$ cat src/wsc_pkg.sv
package wsc_pkg;

    // mode levels
    localparam logic [1:0] MODE_LOW      = 2'd0;
    localparam logic [1:0] MODE_HIGH     = 2'd1;
    localparam logic [1:0] MODE_INTERVAL = 2'd2;
    localparam logic [1:0] MODE_OFF      = 2'd3;

    // interval levels
    localparam logic [1:0] INT_SHORT = 2'd0;
    localparam logic [1:0] INT_MID   = 2'd1;
    localparam logic [1:0] INT_LONG  = 2'd2;

    // sweep phases
    localparam logic [1:0] PH_STOP = 2'd0;
    localparam logic [1:0] PH_RISE = 2'd1;
    localparam logic [1:0] PH_FALL = 2'd2;

    // configuration register map
    localparam int CFG_AW = 3;
    localparam int CFG_DW = 15;
    localparam logic [CFG_AW-1:0] CFG_POS_MIN    = 3'd0;
    localparam logic [CFG_AW-1:0] CFG_POS_MAX    = 3'd1;
    localparam logic [CFG_AW-1:0] CFG_STEP_LOW   = 3'd2;
    localparam logic [CFG_AW-1:0] CFG_STEP_HIGH  = 3'd3;
    localparam logic [CFG_AW-1:0] CFG_WAIT_SHORT = 3'd4;
    localparam logic [CFG_AW-1:0] CFG_WAIT_MID   = 3'd5;
    localparam logic [CFG_AW-1:0] CFG_WAIT_LONG  = 3'd6;
    localparam logic [CFG_AW-1:0] CFG_HYSTERESIS = 3'd7;

    // register reset values
    localparam logic [14:0] POS_MIN_RST    = 15'd16000;
    localparam logic [14:0] POS_MAX_RST    = 15'd28800;
    localparam logic [11:0] STEP_LOW_RST   = 12'd917;
    localparam logic [11:0] STEP_HIGH_RST  = 12'd1375;
    localparam logic [7:0]  WAIT_SHORT_RST = 8'd38;
    localparam logic [7:0]  WAIT_MID_RST   = 8'd75;
    localparam logic [7:0]  WAIT_LONG_RST  = 8'd100;
    localparam logic [9:0]  HYST_RST       = 10'd205;

    // dial crossings of one tick; mode index 0/1/2 = 250/500/750 thousandths,
    // interval index 0/1 = 333/667 thousandths
    typedef struct packed {
        logic       engine_on;
        logic [2:0] mode_up;
        logic [2:0] mode_dn;
        logic [1:0] int_up;
        logic [1:0] int_dn;
    } t_class;

    typedef struct packed {
        logic [14:0] pos_min;
        logic [14:0] pos_max;
        logic [11:0] step_low;
        logic [11:0] step_high;
        logic [7:0]  wait_short;
        logic [7:0]  wait_mid;
        logic [7:0]  wait_long;
    } t_cfg;

endpackage

$ cat src/wsc_in_if.sv
interface wsc_in_if #(
    parameter int ADC_BITS = 12
);
    logic                valid;
    logic                ready;
    logic [ADC_BITS-1:0] mode_sample;
    logic [ADC_BITS-1:0] interval_sample;
    logic                engine_on;

    modport source (output valid, output mode_sample, output interval_sample,
                    output engine_on, input ready);
    modport sink   (input valid, input mode_sample, input interval_sample,
                    input engine_on, output ready);
endinterface

$ cat src/wsc_out_if.sv
interface wsc_out_if;
    logic        valid;
    logic        ready;
    logic [15:0] servo_position;
    logic [1:0]  mode_level;
    logic [1:0]  interval_level;
    logic [1:0]  sweep_phase;

    modport source (output valid, output servo_position, output mode_level,
                    output interval_level, output sweep_phase, input ready);
    modport sink   (input valid, input servo_position, input mode_level,
                    input interval_level, input sweep_phase, output ready);
endinterface

$ cat src/wsc_front.sv
module wsc_front #(
    parameter int ADC_BITS = 12
) (
    wsc_in_if.sink         i_in,
    input  logic [9:0]     i_hysteresis,
    input  logic           i_q_full,
    output logic           o_push,
    output wsc_pkg::t_class o_class
);
    import wsc_pkg::*;

    localparam int FS = (1 << ADC_BITS) - 1;
    localparam int CW = ((ADC_BITS > 10) ? ADC_BITS : 10) + 11;
    localparam logic [CW-1:0] TH250 = CW'(250 * FS);
    localparam logic [CW-1:0] TH500 = CW'(500 * FS);
    localparam logic [CW-1:0] TH750 = CW'(750 * FS);
    localparam logic [CW-1:0] TH333 = CW'(333 * FS);
    localparam logic [CW-1:0] TH667 = CW'(667 * FS);
    localparam logic [CW-1:0] K1000 = CW'(1000);

    logic [CW-1:0] ms_k, is_k, h_k;

    assign ms_k = CW'(i_in.mode_sample) * K1000;
    assign is_k = CW'(i_in.interval_sample) * K1000;
    assign h_k  = CW'(i_hysteresis) * K1000;

    assign i_in.ready = !i_q_full;
    assign o_push     = i_in.valid && !i_q_full;

    always_comb begin
        o_class.engine_on  = i_in.engine_on;
        o_class.mode_up[0] = ms_k > TH250 + h_k;
        o_class.mode_up[1] = ms_k > TH500 + h_k;
        o_class.mode_up[2] = ms_k > TH750 + h_k;
        o_class.mode_dn[0] = ms_k + h_k < TH250;
        o_class.mode_dn[1] = ms_k + h_k < TH500;
        o_class.mode_dn[2] = ms_k + h_k < TH750;
        o_class.int_up[0]  = is_k > TH333 + h_k;
        o_class.int_up[1]  = is_k > TH667 + h_k;
        o_class.int_dn[0]  = is_k + h_k < TH333;
        o_class.int_dn[1]  = is_k + h_k < TH667;
    end

endmodule

$ cat src/wsc_queue.sv
module wsc_queue (
    input  logic            i_clk,
    input  logic            i_rst_n,
    input  logic            i_push,
    input  wsc_pkg::t_class i_data,
    output logic            o_full,
    input  logic            i_pop,
    output logic            o_empty,
    output wsc_pkg::t_class o_data
);
    import wsc_pkg::*;

    t_class     r_mem [2];
    logic       r_wr, r_rd;
    logic [1:0] r_count;

    assign o_full  = r_count == 2'd2;
    assign o_empty = r_count == 2'd0;
    assign o_data  = r_mem[r_rd];

    always_ff @(posedge i_clk) begin
        if (!i_rst_n) begin
            r_wr    <= 1'b0;
            r_rd    <= 1'b0;
            r_count <= 2'd0;
        end else begin
            if (i_push) r_wr <= !r_wr;
            if (i_pop)  r_rd <= !r_rd;
            if (i_push && !i_pop)      r_count <= r_count + 2'd1;
            else if (!i_push && i_pop) r_count <= r_count - 2'd1;
        end
    end

    always_ff @(posedge i_clk) begin
        if (i_push) r_mem[r_wr] <= i_data;
    end

endmodule

$ cat src/wsc_back.sv
module wsc_back (
    input  logic            i_clk,
    input  logic            i_rst_n,
    input  wsc_pkg::t_cfg   i_cfg,
    input  logic            i_q_empty,
    input  wsc_pkg::t_class i_class,
    output logic            o_pop,
    wsc_out_if.source       o_out
);
    import wsc_pkg::*;

    logic [1:0]  r_mode, r_int, r_phase;
    logic [15:0] r_pos;
    logic [7:0]  r_wait;
    logic        r_valid;
    logic [1:0]  n_mode, n_int, n_phase;
    logic [15:0] n_pos;
    logic [7:0]  n_wait;

    function automatic logic [15:0] f_up(input logic [15:0] p, input logic [11:0] s);
        logic [16:0] sum;
        sum = {1'b0, p} + 17'(s);
        return sum[16] ? 16'hFFFF : sum[15:0];
    endfunction

    function automatic logic [15:0] f_down(input logic [15:0] p, input logic [11:0] s);
        return (p > 16'(s)) ? p - 16'(s) : 16'd0;
    endfunction

    // state doubles as the output register
    assign o_pop                = !i_q_empty && (!r_valid || o_out.ready);
    assign o_out.valid          = r_valid;
    assign o_out.servo_position = r_pos;
    assign o_out.mode_level     = r_mode;
    assign o_out.interval_level = r_int;
    assign o_out.sweep_phase    = r_phase;

    always_comb begin
        logic [11:0] step;
        logic [7:0]  lim;
        n_mode  = r_mode;
        n_int   = r_int;
        n_phase = r_phase;
        n_pos   = r_pos;
        n_wait  = r_wait;
        step    = i_cfg.step_low;
        lim     = i_cfg.wait_long;
        if (!i_class.engine_on) begin
            if (r_mode != MODE_INTERVAL) n_pos = {1'b0, i_cfg.pos_min};
        end else begin
            // rules in fixed order; one tick may climb several levels
            if (n_mode == MODE_LOW && i_class.mode_up[0]) n_mode = MODE_HIGH;
            if (n_mode == MODE_HIGH && i_class.mode_up[1]) begin
                n_wait = '0;
                n_mode = MODE_INTERVAL;
            end
            if (n_mode == MODE_HIGH && i_class.mode_dn[0]) n_mode = MODE_LOW;
            if (n_mode == MODE_INTERVAL && i_class.mode_up[2]) n_mode = MODE_OFF;
            if (n_mode == MODE_INTERVAL && i_class.mode_dn[1]) n_mode = MODE_HIGH;
            if (n_mode == MODE_OFF && i_class.mode_dn[2]) begin
                n_wait = '0;
                n_mode = MODE_INTERVAL;
            end
            if (n_int == INT_SHORT && i_class.int_up[0]) begin
                n_wait = '0;
                n_int  = INT_MID;
            end
            if (n_int == INT_MID && i_class.int_up[1]) begin
                n_wait = '0;
                n_int  = INT_LONG;
            end
            if (n_int == INT_MID && i_class.int_dn[0]) begin
                n_wait = '0;
                n_int  = INT_SHORT;
            end
            if (n_int == INT_LONG && i_class.int_dn[1]) begin
                n_wait = '0;
                n_int  = INT_MID;
            end

            if (n_mode == MODE_HIGH) step = i_cfg.step_high;
            if (n_int == INT_SHORT)    lim = i_cfg.wait_short;
            else if (n_int == INT_MID) lim = i_cfg.wait_mid;

            unique case (n_mode) inside
                MODE_LOW, MODE_HIGH: begin
                    if (n_phase == PH_RISE) begin
                        n_pos = f_up(n_pos, step);
                        if (n_pos > {1'b0, i_cfg.pos_max}) n_phase = PH_FALL;
                    end else begin
                        n_pos = f_down(n_pos, step);
                        if (n_pos < {1'b0, i_cfg.pos_min}) n_phase = PH_RISE;
                    end
                end
                MODE_INTERVAL: begin
                    if (n_phase == PH_RISE) begin
                        n_pos = f_up(n_pos, step);
                        if (n_pos > {1'b0, i_cfg.pos_max}) n_phase = PH_FALL;
                    end else if (n_phase == PH_FALL) begin
                        n_pos = f_down(n_pos, step);
                        if (n_pos < {1'b0, i_cfg.pos_min}) begin
                            n_phase = PH_STOP;
                            n_wait  = '0;
                        end
                    end else begin
                        if (n_wait != 8'hFF) n_wait = n_wait + 8'd1;
                        if (n_wait >= lim) n_phase = PH_RISE;
                    end
                end
                default: begin
                    if (n_pos > {1'b0, i_cfg.pos_min}) n_pos = {1'b0, i_cfg.pos_min};
                end
            endcase
        end
    end

    always_ff @(posedge i_clk) begin
        if (!i_rst_n) begin
            r_valid <= 1'b0;
            r_mode  <= MODE_LOW;
            r_int   <= INT_SHORT;
            r_phase <= PH_STOP;
            r_pos   <= {1'b0, POS_MIN_RST};
            r_wait  <= '0;
        end else begin
            if (o_pop) begin
                r_valid <= 1'b1;
                r_mode  <= n_mode;
                r_int   <= n_int;
                r_phase <= n_phase;
                r_pos   <= n_pos;
                r_wait  <= n_wait;
            end else if (o_out.ready) begin
                r_valid <= 1'b0;
            end
        end
    end

endmodule

$ cat src/wiper_sweep_controller.sv
// Wiper sweep controller: one input beat per 10 ms tick, one result beat per
// tick. Sustains one tick per clock while the output is ready. The front
// classifier is combinational and writes a two-entry queue at the accepting
// edge; the state update then takes the entry into registers that also serve
// as the output register, which presents the result beat. The single state
// update per cycle is what fixes the rate. Configuration writes take effect at
// once and must only be made while no tick is pending.
module wiper_sweep_controller #(
    parameter int ADC_BITS = 12
) (
    input  logic                         i_clk,
    input  logic                         i_rst_n,
    wsc_in_if.sink                       i_in,
    wsc_out_if.source                    o_out,
    input  logic                         i_cfg_we,
    input  logic [wsc_pkg::CFG_AW-1:0]   i_cfg_addr,
    input  logic [wsc_pkg::CFG_DW-1:0]   i_cfg_data
);
    import wsc_pkg::*;

    t_cfg       r_cfg;
    logic [9:0] r_hyst;
    t_class     front_class, q_class;
    logic       push, q_full, q_empty, pop;

    always_ff @(posedge i_clk) begin
        if (!i_rst_n) begin
            r_cfg.pos_min    <= POS_MIN_RST;
            r_cfg.pos_max    <= POS_MAX_RST;
            r_cfg.step_low   <= STEP_LOW_RST;
            r_cfg.step_high  <= STEP_HIGH_RST;
            r_cfg.wait_short <= WAIT_SHORT_RST;
            r_cfg.wait_mid   <= WAIT_MID_RST;
            r_cfg.wait_long  <= WAIT_LONG_RST;
            r_hyst           <= HYST_RST;
        end else if (i_cfg_we) begin
            unique case (i_cfg_addr)
                CFG_POS_MIN:    r_cfg.pos_min    <= i_cfg_data;
                CFG_POS_MAX:    r_cfg.pos_max    <= i_cfg_data;
                CFG_STEP_LOW:   r_cfg.step_low   <= i_cfg_data[11:0];
                CFG_STEP_HIGH:  r_cfg.step_high  <= i_cfg_data[11:0];
                CFG_WAIT_SHORT: r_cfg.wait_short <= i_cfg_data[7:0];
                CFG_WAIT_MID:   r_cfg.wait_mid   <= i_cfg_data[7:0];
                CFG_WAIT_LONG:  r_cfg.wait_long  <= i_cfg_data[7:0];
                CFG_HYSTERESIS: r_hyst           <= i_cfg_data[9:0];
                default: ;
            endcase
        end
    end

    wsc_front #(.ADC_BITS(ADC_BITS)) u_front (
        .i_in         (i_in),
        .i_hysteresis (r_hyst),
        .i_q_full     (q_full),
        .o_push       (push),
        .o_class      (front_class)
    );

    wsc_queue u_queue (
        .i_clk   (i_clk),
        .i_rst_n (i_rst_n),
        .i_push  (push),
        .i_data  (front_class),
        .o_full  (q_full),
        .i_pop   (pop),
        .o_empty (q_empty),
        .o_data  (q_class)
    );

    wsc_back u_back (
        .i_clk     (i_clk),
        .i_rst_n   (i_rst_n),
        .i_cfg     (r_cfg),
        .i_q_empty (q_empty),
        .i_class   (q_class),
        .o_pop     (pop),
        .o_out     (o_out)
    );

endmodule

$ cat src/flat_wrapper.sv
// flat-port wrapper written by rule: the top's interface ports become plain ports
module wiper_sweep_controller_flat import wsc_pkg::*;
#(
    parameter int ADC_BITS = 12
)
  (i_clk, i_rst_n, i_cfg_we, i_cfg_addr, i_cfg_data, i_in_valid, i_in_mode_sample, i_in_interval_sample, i_in_engine_on, i_in_ready, o_out_valid, o_out_servo_position, o_out_mode_level, o_out_interval_level, o_out_sweep_phase, o_out_ready);
  wsc_in_if #(.ADC_BITS(ADC_BITS)) i_in_i ();
  wsc_out_if o_out_i ();
  input  logic i_clk;
  input  logic i_rst_n;
  input  logic i_cfg_we;
  input  logic [wsc_pkg::CFG_AW-1:0] i_cfg_addr;
  input  logic [wsc_pkg::CFG_DW-1:0] i_cfg_data;
  input wire logic [$bits(i_in_i.valid)-1:0] i_in_valid;
  input wire logic [$bits(i_in_i.mode_sample)-1:0] i_in_mode_sample;
  input wire logic [$bits(i_in_i.interval_sample)-1:0] i_in_interval_sample;
  input wire logic [$bits(i_in_i.engine_on)-1:0] i_in_engine_on;
  output wire logic [$bits(i_in_i.ready)-1:0] i_in_ready;
  output wire logic [$bits(o_out_i.valid)-1:0] o_out_valid;
  output wire logic [$bits(o_out_i.servo_position)-1:0] o_out_servo_position;
  output wire logic [$bits(o_out_i.mode_level)-1:0] o_out_mode_level;
  output wire logic [$bits(o_out_i.interval_level)-1:0] o_out_interval_level;
  output wire logic [$bits(o_out_i.sweep_phase)-1:0] o_out_sweep_phase;
  input wire logic [$bits(o_out_i.ready)-1:0] o_out_ready;
  assign i_in_i.valid = i_in_valid;
  assign i_in_i.mode_sample = i_in_mode_sample;
  assign i_in_i.interval_sample = i_in_interval_sample;
  assign i_in_i.engine_on = i_in_engine_on;
  assign i_in_ready = i_in_i.ready;
  assign o_out_valid = o_out_i.valid;
  assign o_out_servo_position = o_out_i.servo_position;
  assign o_out_mode_level = o_out_i.mode_level;
  assign o_out_interval_level = o_out_i.interval_level;
  assign o_out_sweep_phase = o_out_i.sweep_phase;
  assign o_out_i.ready = o_out_ready;
  wiper_sweep_controller #(.ADC_BITS(ADC_BITS)) u_core (.i_clk(i_clk), .i_rst_n(i_rst_n), .i_in(i_in_i), .o_out(o_out_i), .i_cfg_we(i_cfg_we), .i_cfg_addr(i_cfg_addr), .i_cfg_data(i_cfg_data));
endmodule
$ cat config.mk
export PLATFORM = sky130hd
export DESIGN_NAME = wiper_sweep_controller_flat
export DESIGN_NICKNAME = d
export VERILOG_FILES = /design/src/wsc_pkg.sv /design/src/wsc_in_if.sv /design/src/wsc_out_if.sv /design/src/wsc_front.sv /design/src/wsc_queue.sv /design/src/wsc_back.sv /design/src/wiper_sweep_controller.sv /design/src/flat_wrapper.sv
export SDC_FILE = /design/constraint.sdc
export NUM_CORES = 1
export LEC_CHECK = 0
export BUFFER_PORTS_ARGS = -buffer_cell sky130_fd_sc_hd__buf_2
export CAP_MARGIN = 20
export CELL_PAD_IN_SITES_DETAIL_PLACEMENT = 0
export CELL_PAD_IN_SITES_GLOBAL_PLACEMENT = 1
export CORE_MARGIN = 1.5
export CORE_UTILIZATION = 32
export CTS_CLUSTER_SIZE = 10
export DETAILED_ROUTE_END_ITERATION = 16
export GPL_ROUTABILITY_DRIVEN = 0
export PLACE_DENSITY = 0.54
export SETUP_SLACK_MARGIN = 0.2
export SYNTH_ARGS = -nofsm -noshare
export SYNTH_HDL_FRONTEND = slang
export SYNTH_SLANG_ARGS = --single-unit
$ cat constraint.sdc
create_clock -name i_clk -period 9.7 [get_ports i_clk]
set_clock_uncertainty 0.1 [all_clocks]
set_input_delay 0.485 -clock i_clk [delete_from_list [all_inputs] [get_ports i_clk]]
set_output_delay 0.485 -clock i_clk [all_outputs]
set_load 0.01 [all_outputs]
==> results of run 1 <==
-- worst max path at each step --
stage	endpoint	slack, ns
6_report	u_core.u_queue.r_mem[1][1]	1.93
5_1_grt	u_core.u_queue.r_mem[1][6]	1.34
4_1_cts	u_core.u_queue.r_mem[0][0]	1.88
3_5_place_dp	u_core.u_queue.r_mem[1][0]	1.92
3_3_place_gp	u_core.u_queue.r_mem[1][0]	1.92
2_1_floorplan	u_core.u_queue.r_mem[0][4]	2.69
-- cell families after synthesis --
kind of cell / Yosys count / synth area share [%]
adders and majority gates: 445 / 32.61
AOI/OAI and AO/OA: 585 / 20.67
muxes: 39 / 2.119
DFF: 146 / 16.03
buffers and inverters: 251 / 5.004
and+or+nand+nor: 705 / 17.05
xor gates and xnor gates: 141 / 6.510
-- flip-flops by register name (all words and copies together), names as in the netlist, named ones only --
register and cells:
u_core.r_cfg 78, u_core.u_queue.r_mem 22, u_core.u_back.o_out.servo_position 16, u_core.r_hyst 10, u_core.u_back.r_wait 8, u_core.u_back.o_out.interval_level 2
u_core.u_back.o_out.mode_level 2, u_core.u_back.o_out.sweep_phase 2, u_core.u_queue.r_count 2, u_core.u_back.o_out.valid 1, u_core.u_queue.r_rd 1, u_core.u_queue.r_wr 1
-- cell type report --
| type | count | area (um2) | share of cell area (%) |
|---|---|---|---|
| Multi-Input combinational cell | 1915 | 15490 | 72.61 |
| Sequential cell | 146 | 3143 | 14.73 |
| Tap cell | 782 | 978.4 | 4.586 |
| Inverter | 179 | 671.9 | 3.149 |
| Timing Repair Buffer | 90 | 500.5 | 2.346 |
| Clock buffer | 18 | 429.2 | 2.011 |
| Clock inverter | 14 | 120.1 | 0.5630 |
-- placed cells by master, fill, tap and decap left out, types with 17 or more instances in the layout --
cell type / n
nor2_1: 142
a21oi_1: 122
nor2b_1: 42
nor3_1: 47
ha_1: 335
o21a_1: 42
buf_4: 20
xor2_1: 29
a31oi_1: 22
mux2_2: 20
nand2b_1: 35
fa_1: 110
o21bai_1: 17
o211ai_1: 29
dfxtp_1: 124
mux2i_1: 19
buf_2: 70
a211oi_1: 23
o21ai_0: 92
nand4_1: 23
xnor2_1: 107
inv_1: 171
and2_1: 19
a21o_1: 49
nand3_1: 60
nand2_1: 256
a21boi_0: 48
clkbuf_16: 17
edfxtp_1: 22
-- metrics by stage --
step | instances | worst slack, ns | util (%)
global route | 3144 | 1.337 | 35.28
detailed placement | 3112 | 1.918 | 34.38
global placement | 3112 | 1.924 | 34.38
finish | 3144 | 1.932 | 35.28
floorplan | 2312 | 2.693 | -
CTS | 3144 | 1.878 | 35.28
-- worst max-delay path: stages, from the launching register on --
cell	delay, ns
dfxtp_1	0.68
inv_1	0.26
fa_1	0.64
fa_1	0.46
fa_1	0.52
inv_1	0.05
fa_1	0.45
ha_1	0.35
o21ai_2	0.09
a21boi_1	0.11
o21a_1	0.19
or2_4	0.26
xnor2_2	0.54
inv_2	0.24
ha_1	0.39
o21ai_0	0.09
nor2_1	0.19
nor4_1	0.13
o31a_1	0.32
o311ai_1	0.44
o2111ai_1	0.26
a31oi_1	0.30
nor2b_1	0.07
o21ai_0	0.18
o211ai_1	0.15
-- layer usage --
layer	vias to the layer above	wire length [um]	global-route usage [%]	share of wire, %
li1	8323	-	-	-
met3	47	1213	2.078	2.1
met2	176	27820	32.39	48
met4	0	994	4.641	1.7
met1	7672	28010	25.09	48
met5	-	0	0	0
==> impl_metrics.py, run 1 <==
metrics = {
    "synth": {
        "synth_top_flop_cell": "dfxtp_1",
        "synth_edf_count": 22,
        "synth_nets": 2805,
        "syn_inst": 2312,
        "syn_area_um2": 19610,
        "syn_area_per_cell_um2": 8.480,
        "synth_top_area_cell": "ha_1",
        "yosysMostFrequentCell": "ha_1",
        "synthTopCellsByArea": "ha_1 (21%), dfxtp_1 (13%), fa_1 (11%), nand2_1 (4.9%), xnor2_1 (4.8%)",
        "synth-seq-area-share_pct": 16.03,
        "synth_commonest_cells": "ha_1 (335), nand2_1 (256), inv_1 (171), nor2_1 (142), dfxtp_1 (124)",
        "synth_async_sr_flop_share_pct": 0,
        "yosys_warnings": 0,
        "synth.top_cell.area_share_pct": 21.38,
        "synth_cell_types": 100,
        "synth_seq_cells": 146,
    },
    "clocking": {
        "insertion_delay_ns": 0.47,
        "cts_root_buffer": "clkbuf_16",
        "cts_tree": "built",
        "cts_buffer_depth": 2,
        "h-tree-depth": 4,
        "numCtsBuffers": 17,
        "holdBufCountCts": 0,
        "cts_setup_buffers": 0,
        "clk_pin_slew_worst_paths_ns": 0.07,
        "cts.sink_count": 146,
        "cts_resized": 0,
    },
    "layout": {
        "nets": 2842,
        "antenna_cells": 0,
        "fillers": 6331,
        "areaGrowthSynthToFinish_pct": 8.833,
        "final_layout_size_suffix_gt1_share_pct": 7.790,
        "stdcell_area_um2": 21340,
    },
    "setup_path": {
        "r2r_end": "u_core.u_queue.r_mem[1][1]",
        "cp.arrival_ns": 7.84,
        "cp_max_fo": 13,
        "rrSetupSlack_ns": 1.93,
        "cp-end-kind": "flip-flop",
        "reg2regPathDepth": 24,
        "critPathLaunchType": "flip-flop",
        "path_class": "flip-flop to flip-flop",
        "timing.rr.start": "u_core.r_hyst[1]",
        "worstPathRequired_ns": 9.77,
        "startpoint": "u_core.r_hyst[1]",
    },
    "hold_path": {
        "hold_class": "primary input to flip-flop",
        "hold_depth": 1,
        "min_to": "u_core.u_queue.r_mem[0][10]",
        "worstHoldStart": "i_in_engine_on",
    },
    "route": {
        "via_per_inst": 5.158,
        "drc_errors": 0,
        "wire_per_inst_um": 18.46,
        "drtIter0Drc": 756,
        "dr_total_vias": 16218,
        "dr.pass1.iters": 5,
        "wl_um": 58040,
        "ant_nets": 0,
    },
    "place": {
        "hpwlAfterDp_um": 47700,
        "port_buffers": 71,
        "place_area_um2": 20790,
    },
    "timing": {
        "hold_viol": 0,
        "fmax_mhz": 128.7,
        "tightestPinTransition_ns": 1.023,
        "period_needed_ns": 7.768,
        "grt_setup_unrepaired": "no",
        "drv_slew": 0,
        "timing.hold.ws_ns": 0.1434,
        "min_period_over_period_pct": 80.08,
        "fin_tns_setup_ns": 0,
        "slew_headroom_pct": 31.57,
        "setup_viol": 0,
    },
    "grt": {
        "grt_pass1_vias": 16269,
        "antenna_found_initial": 0,
        "overflow": 0,
        "grt_max_degree": 69,
        "grt_pass1_wl_um": 93000,
        "grt_use_total_pct": 18.84,
    },
    "die": {
        "core_um2": 60470,
        "die-height_um": 250.5,
        "rows": 90,
        "start_util_pct": 32.42,
        "io_pins": 72,
        "die_x_um": 250.5,
        "dieArea_um2": 62760,
    },
    "run": {
        "max-cap-violations": 0,
    },
    "status": {
        "status": "finished, final reports clean",
    },
}
Power of run 1 is not shown: default switching activity piles up to over one toggle a cycle in this logic, so the estimate is an artifact.
==> run 2: changes to the inputs <==
- clock period: 9.7 -> 8.1 ns (I/O delays scaled with it)
==> run 2 against run 1 <==
  * Critical path depth is 1 lower
  * Flip-flop and latch count stayed put
  * Core utilization is 0.29 points higher
  * Non-clock buffer count is 8 higher
  * Via count is 0.97% higher
  * Final cell count is 0.25% higher
  * Hold slack worse by 0.095 ns
  * Design area is 0.82% higher
  * Count of clock-buffer cells in the layout stayed put
==> impl_metrics.py, run 2 (synthesis gave the netlist of run 1 again) <==
metrics = {
    "timing": {
        "grt_setup_unrepaired": "no",
        "period_needed_ns": 7.369,
        "fin_tns_setup_ns": 0,
        "tightestPinTransition_ns": 1.137,
        "drv_slew": 0,
        "hold_viol": 0,
        "slew_headroom_pct": 23.60,
        "setup_viol": 0,
        "min_period_over_period_pct": 90.97,
        "fmax_mhz": 135.7,
    },
    "setup_path": {
        "critical_path.most_common_cell": "fa_1",
        "cp.arrival_ns": 7.47,
        "cp_cell_sequence": "inv_1 -> fa_1 -> fa_1 -> fa_1 -> inv_1 -> fa_1 -> ha_1 -> o21ai_2 -> a21boi_1 -> o21a_1 -> or2_4 -> a31oi_4 -> xor2_4 -> inv_2 -> ha_1 -> a2111oi_2 -> nand2_1 -> nand4_1 -> a31oi_1 -> o21ai_0 -> nand4_1 -> or3_1 -> o311a_1",
        "cp_slowest_cell": "fa_1",
        "critPathTopFamily": "adder cells",
        "cp-end-kind": "flip-flop",
        "reg2regPathDepth": 23,
        "cp_max_fo": 14,
        "crit_cells": 23,
        "path_class": "flip-flop to flip-flop",
        "worstPathRequired_ns": 8.20,
        "crit_buf_inv": 3,
        "critPathMaxStageDelay_ns": 0.66,
        "critPathLaunchType": "flip-flop",
    },
    "layout": {
        "antenna_cells": 0,
        "final_layout_size_suffix_gt1_share_pct": 8.312,
        "final_common_cell": "ha_1",
        "nets": 2850,
        "areaGrowthSynthToFinish_pct": 9.726,
        "top_register": "u_core.r_cfg",
        "final_cell_mix": "ha_1 (335), nand2_1 (256), inv_1 (171)",
        "largest_reg_flops": 78,
    },
    "route": {
        "drc_errors": 0,
        "ant_nets": 0,
        "drtIter0Drc": 724,
        "wire_per_inst_um": 18.50,
        "wl_um": 58300,
        "dr_total_vias": 16375,
        "dr.pass1.iters": 7,
        "via_per_inst": 5.195,
    },
    "status": {
        "status": "finished, final reports clean",
    },
    "run": {
        "max-cap-violations": 0,
    },
    "grt": {
        "grt_pass1_vias": 16275,
        "antenna_found_initial": 1,
        "overflow": 0,
        "grt_use_total_pct": 18.80,
        "grt_max_degree": 66,
        "grt_pass1_wl_um": 92380,
    },
    "die": {
        "rows": 90,
        "io_pins": 72,
        "core_um2": 60470,
        "dieArea_um2": 62760,
        "die_x_um": 250.5,
        "start_util_pct": 32.42,
        "die-height_um": 250.5,
    },
    "place": {
        "hpwlAfterDp_um": 47720,
        "port_buffers": 71,
    },
    "clocking": {
        "cts.sink_count": 146,
        "cts_tree": "built",
        "insertion_delay_ns": 0.47,
        "numCtsBuffers": 17,
        "h-tree-depth": 4,
        "clk_pin_slew_worst_paths_ns": 0.08,
        "cts_root_buffer": "clkbuf_16",
        "cts_setup_buffers": 0,
        "cts_buffer_depth": 2,
    },
    "hold_path": {
        "hold_depth": 1,
        "hold_class": "primary input to flip-flop",
    },
}
## run 2: cell types whose count changed in the layout (fill, tap and decap cells not counted), sizes merged
cell	change
clkinvlp	-1
clkinv	-2
buf	+8
inv	+1
bufinv	+2
## run 2: what timing repair did
action                     in CTS  in global routing
setup endpoints to repair       0                  8
hold buffers                    0                  0
gates resized for setup         0                  8
## run 2: per-layer routing
metal	vias up	global-route usage, %	routed length (um)
met2	208	32.36	28130
met4	0	3.671	702
met5	-	0	0
met3	28	2.380	1423
li1	8324	-	-
met1	7815	25.16	28050
## run 2: path summary, 6_finish.rpt
check                   startpoint                          end  slack (ns)
hold / removal      i_in_engine_on  u_core.u_queue.r_mem[0][10]        0.05
setup reg to reg  u_core.r_hyst[0]   u_core.u_queue.r_mem[0][4]        0.73
hold reg to reg    u_core.r_cfg[7]              u_core.r_cfg[7]        0.36
setup / recovery  u_core.r_hyst[0]   u_core.u_queue.r_mem[0][4]        0.73
## run 2: through the flow
step / utilization [%] / setup slack (ns) / area (um2) / std cells / hold slack, ns
floorplan: - / 1.093 / 19610 / 2312 / 0.3329
global placement: 34.46 / 0.8121 / 20840 / 3119 / 0.3424
detailed placement: 34.46 / 0.5847 / 20840 / 3119 / 0.3502
CTS: 35.49 / 0.5589 / 21460 / 3151 / 0.02776
global route: 35.57 / 0.2574 / 21510 / 3152 / 0.02723
finish: 35.57 / 0.7314 / 21510 / 3152 / 0.04851
## run 2: final cells by class
class	count	area (um2)
repair buffers	98	560.5
inverters	179	671.9
clock inverters	14	180.2
flip-flops and latches	146	3143
fillers	6259	38960
clock buffers	18	439.2
multi-input cells	1915	15540
well taps	782	978.4
Power of run 2 is left out for the same reason.
